$ cat src/design/hex_pkg.sv
package hex_pkg;

  // Default block sizes
  localparam int CHANNELS_DEF    = 2;
  localparam int TANH_POINTS_DEF = 256;

  // Register indexes on the configuration port
  localparam logic [2:0] REG_B0    = 3'd0;
  localparam logic [2:0] REG_A1    = 3'd1;
  localparam logic [2:0] REG_A2    = 3'd2;
  localparam logic [2:0] REG_DRIVE = 3'd3;
  localparam logic [2:0] REG_WET   = 3'd4;
  localparam logic [2:0] REG_ODD   = 3'd5;
  localparam logic [2:0] REG_RATE  = 3'd6;

  // Shared multiplier geometry: wide operand split into two halves
  localparam int MUL_AW    = 48;
  localparam int MUL_BW    = 33;
  localparam int MUL_SPLIT = 24;
  localparam int MUL_PW    = 81;

  // Fixed gains
  localparam logic [32:0] AP_SCALE   = 33'd214748365;  // 0.05 in Q0.32
  localparam logic [16:0] MIX_ONE    = 17'd65536;      // 1.0 in Q0.16
  localparam logic [39:0] TANH_LIMIT = 40'd67108864;   // 4.0 in Q.24

  // One step of the per-sample schedule, in order
  typedef enum logic [3:0] {
    OP_B0X,     // b0 * (x - x2)
    OP_A1Y1,    // a1 * y1
    OP_A2Y2,    // a2 * y2, closes the band value
    OP_A2BAND,  // a2 * band
    OP_A1P1,    // a1 * p1
    OP_A2P2,    // a2 * p2, closes the allpass value
    OP_SQ,      // band * band
    OP_DC,      // rate * (raw - dc)
    OP_DRV,     // band * drive
    OP_TANH,    // table interpolation
    OP_EVD,     // even * drive
    OP_EVM,     // even share of the mix
    OP_ODD,     // odd * mix
    OP_APS,     // allpass * 0.05
    OP_WET      // wet amount, closes the sample
  } op_t;

  typedef struct packed {
    logic load;
    logic mul_start;
    logic wb;
    logic commit;
    op_t  op;
  } cmd_t;

  typedef struct packed {
    logic mul_done;
  } sts_t;

  typedef struct packed {
    logic [31:0] b0;
    logic [31:0] a1;
    logic [31:0] a2;
    logic [22:0] drive;
    logic [19:0] wet;
    logic [16:0] odd_share;
    logic [23:0] rate;
  } cfg_t;

endpackage

$ cat src/design/hex_ctrl.sv
module hex_ctrl import hex_pkg::*; (
  input  logic clk,
  input  logic rst_n,
  input  logic in_valid,
  output logic in_ready,
  input  logic out_ready,
  output logic out_valid,
  output cmd_t cmd,
  input  sts_t sts
);

  typedef enum logic [1:0] {S_IDLE, S_ISSUE, S_WAIT, S_WB} state_t;

  state_t state_r, state_nxt;
  op_t    op_r, op_nxt;
  logic   out_valid_r, out_valid_nxt;
  logic   slot_free;

  assign slot_free = !out_valid_r || out_ready;
  assign in_ready  = (state_r == S_IDLE);
  assign out_valid = out_valid_r;

  // Decode commands for the datapath
  always_comb begin
    cmd.load      = in_valid && (state_r == S_IDLE);
    cmd.mul_start = (state_r == S_ISSUE);
    cmd.commit    = (state_r == S_WB) && (op_r == OP_WET) && slot_free;
    cmd.wb        = (state_r == S_WB) && ((op_r != OP_WET) || slot_free);
    cmd.op        = op_r;
  end

  // Step through the schedule, one product at a time
  always_comb begin
    state_nxt     = state_r;
    op_nxt        = op_r;
    out_valid_nxt = out_valid_r;
    if (out_ready) begin
      out_valid_nxt = 1'b0;
    end
    case (state_r)
      S_IDLE: begin
        if (cmd.load) begin
          op_nxt    = OP_B0X;
          state_nxt = S_ISSUE;
        end
      end
      S_ISSUE: state_nxt = S_WAIT;
      S_WAIT: begin
        if (sts.mul_done) begin
          state_nxt = S_WB;
        end
      end
      S_WB: begin
        if (op_r == OP_WET) begin
          if (slot_free) begin
            out_valid_nxt = 1'b1;
            state_nxt     = S_IDLE;
          end
        end else begin
          op_nxt    = op_t'(op_r + 4'd1);
          state_nxt = S_ISSUE;
        end
      end
      default: state_nxt = S_IDLE;
    endcase
  end

  always_ff @(posedge clk) begin
    if (!rst_n) begin
      state_r     <= S_IDLE;
      op_r        <= OP_B0X;
      out_valid_r <= 1'b0;
    end else begin
      state_r     <= state_nxt;
      op_r        <= op_nxt;
      out_valid_r <= out_valid_nxt;
    end
  end

endmodule
$ cat config.mk
export PLATFORM = sky130hd
export DESIGN_NAME = hex_ctrl
export DESIGN_NICKNAME = d
export VERILOG_FILES = /design/src/design/hex_pkg.sv /design/src/design/hex_ctrl.sv
export SDC_FILE = /design/constraint.sdc
export NUM_CORES = 1
export LEC_CHECK = 0
export BUFFER_PORTS_ARGS = -buffer_cell sky130_fd_sc_hd__buf_2
export CAP_MARGIN = 20
export CORE_AREA = 2 2 39 41
export DETAILED_ROUTE_END_ITERATION = 16
export DIE_AREA = 0 0 41 43
export PLACE_DENSITY_LB_ADDON = 0.12
export SETUP_SLACK_MARGIN = 0.1
export SYNTH_ARGS = -nofsm -noshare
export SYNTH_HDL_FRONTEND = slang
export SYNTH_SLANG_ARGS = --single-unit
$ cat constraint.sdc
create_clock -name clk -period 2.2 [get_ports clk]
set_input_delay 0.44 -clock clk [delete_from_list [all_inputs] [get_ports clk]]
set_output_delay 0.44 -clock clk [all_outputs]
set_load 0.05 [all_outputs]
==> impl_results.md <==
- Run status: finished clean
- Slew margin rel.: 0.7778
- Initial standard-cell utilization of the core: 0.3680
- Top_reg_cell synth: sky130_fd_sc_hd__dfxtp_1
- Final std cell area, no fill: 630.6 sq um
- Detailed-routed wire length on met2: 489 um
- GP Congestion: around 0.7
- Max-cap viol count: 0
- Initial antenna violation count: 0
- Avg Vias per Cell: about 5.3
- Kind of start point of the critical path: flop
- Worst clock skew: 8.814 ps
- Leakage component of the power: 0.2991 nW
- CP endpoint kind: output port
- Detailed-route wire length: 1.151 mm
- Drt drc: 0
- Average cell area after synthesis: roughly 8.9 sq um
- Clock insertion delay at the later pin of the skew report: 260 ps
- Final HPWL from detailed placement: 889.5 um
- Data required time at the worst endpoint: 1760 ps
- Arrival time of the worst setup path: 1500 ps
- Area of placed instances: 604.3 sq um
- Met3 wirelength from detailed routing: 44 um
- Longest Clk Path Bufs: 2
- Top routing layer used: met4
- Max Slew Vio Count: 0
- Nets: 88
- IO Port Bufs: 14
- Remaining Overflow, GRT: 0
- Dominant cell type by area after synthesis: sky130_fd_sc_hd__dfxtp_1
- RSZ-0062 raised after global routing: no
- H-tree depth: 1
- WS Path Type: flop to output port
- CTS Hold Buffers Added: 0
- I/O pins: 15
- Final count of negative-setup-slack endpoints: 0
- Maximum resistive drop on vdd: between 0.0004 and 0.0005 V
- Number of buffers created by CTS: 3
- Total number of yosys warnings: 0
- Average wire per standard cell: 12.65 um
- Max frequency: 0.5149 GHz
- Final count of hold timing violations: 0
- Synthesized instance count: 57
- DRC violation total after the first TritonRoute iteration: 7
- Largest net degree at the start of global routing: 9
- Crit path time final: between 1500 and 2000 ps
- Syn Nets: 69
- Fin worst setup slack: 257.8 ps
- First-pass GRT wire length: 1.987 mm
- Clock sink count: 7
- Share of cells above drive strength 1: 0.3067
- Non-filler instance count after layout: 91
- Resized Gates After CTS: 0
- Total core area: about 0.0014 sq mm
- Max stage delay on crit path: 410 ps
- Final-layout setup total negative slack: 0 ps
- Post-CTS Setup Inserts: 0
- Dominant cells by area after synthesis: sky130_fd_sc_hd__dfxtp_1 28%, sky130_fd_sc_hd__ha_1 17%, sky130_fd_sc_hd__nor2b_1 4.9%
- Areal power density over the cells: around 870 mW/mm^2
- DP Cell Count: 87
- TritonCTS clock tree: built
- Worst-case setup slack after placement: roughly 530 ps
- Diode count: 0
- Post-synth cell types: 26
- Antenna violation net count after detailed routing: 0
- Number of register bits inferred by synthesis: 7
- Die Span Y: 43 um
- Routed vias: 480
- Worst Hold Class: primary input to flop
- Post-route core utilization: 0.4557
- Async SR Flop Fraction: 0
- Number of enable flip-flop cells after synthesis: 0
- Routed length on met1: about 590 um
- Post-synthesis sequential area ratio: 0.2752
- Row cnt: 14
- Clock transition at the registers of the reported paths: around 60 ps
- Total track usage: 0.1677
- Yosys top cell area share: 0.2752
- Power, Total: 551.8 uW
- Area added between synthesis and finish: 23.83%
- Number of global-route vias before repair: approximately 460
- Ratio of final minimum period to clock period: 0.8828
- 1st-pass router iterations: 4
- Sequence of cells on the critical path: inv_1 > ha_1 > nand3_1 > o21a_1 > buf_2
- Clock tree root buffer cell: sky130_fd_sc_hd__clkbuf_4
- Crit path max fanout: 6
- Die X: around 41 um
- Slew @ Worst Pin: around 330 ps
- Die footprint: roughly 0.0018 sq mm
- Hold Worst Slack: between 400 and 500 ps
- Crit-path slowest cell: sky130_fd_sc_hd__dfxtp_1
- Most instantiated cells after synthesis: 7 x sky130_fd_sc_hd__dfxtp_1, 7 x sky130_fd_sc_hd__ha_1, 4 x sky130_fd_sc_hd__nor2b_1, 4 x sky130_fd_sc_hd__o21ai_0
- Mapped cell area: 509.2 sq um
-- worst max-delay path, delay by kind of cell, from the launching register on --
family | cells | cell delay (ps)
compound gates | 1 | 130
fa+ha+maj | 1 | 240
buf+inv | 2 | 330
flops | 1 | 410
simple gates | 1 | 130
-- path summary, 6_finish.rpt --
kind	slack (ps)	cells after the start	from	endpoint
worst min-delay path	500	2	rst_n	out_valid$_SDFF_PN0_
worst max register to register	630	6	state_r[0]$_SDFFE_PN0P_	op_r[3]$_SDFFE_PN0P_
worst min register to register	550	2	op_r[0]$_SDFFE_PN0P_	op_r[0]$_SDFFE_PN0P_
worst max-delay path	260	5	op_r[0]$_SDFFE_PN0P_	cmd[5]
-- cell usage in the layout (no fill, tap or decap), types with 3 or more instances in the layout --
cell type                  netlist  layout
sky130_fd_sc_hd__inv_1           3       3
sky130_fd_sc_hd__buf_2           1      14
sky130_fd_sc_hd__nand2b_1        3       3
sky130_fd_sc_hd__dfxtp_1         7       7
sky130_fd_sc_hd__o21ai_0         4       4
sky130_fd_sc_hd__nor2b_1         4       3
sky130_fd_sc_hd__nand2_1         3       3
sky130_fd_sc_hd__a21boi_0        3       3
sky130_fd_sc_hd__ha_1            7       7
sky130_fd_sc_hd__clkbuf_4        0       3
-- layout make-up --
class	count	area (sq um)
sequential	7	140.1
inverter	3	11.26
tap	16	20.02
timing repair buffer	15	77.57
clock buffer	4	26.28
multi-input combinational	46	355.3
fill	145	753.2
-- cells by family (layout without fill, tap and decap cells) --
group                    count (synthesis)  count (layout)  synth area share
AO/OA/AOI/OAI                           15              15            0.1990
multiplexers                             2               2           0.03931
AND/OR/NAND/NOR                         22              22            0.2826
adder cells (fa/ha/maj)                  7               7            0.1720
buffers and inverters                    4              22           0.03193
flip-flops                               7               7            0.2752
-- registers in the layout, summed over array words and instances, names as in the netlist --
| register | count |
|---|---|
| op_r | 4 |
| state_r | 2 |
| out_valid | 1 |
-- report_power, final --
| part | switching, mW | internal (mW) | leakage (nW) |
|---|---|---|---|
| combinational | 0.179 | 0.0910 | 0.227 |
| sequential | 0.0193 | 0.140 | 0.0568 |
| clock | 0.0526 | 0.0695 | 0.0150 |
-- layer usage --
layer / GRT usage / vias up
li1: - / 239
met1: 0.2283 / 225
met2: 0.2250 / 12
met3: 0.04712 / 4
met4: 0.1000 / 0
met5: 0 / -
Power figures use the tool's default switching activity.
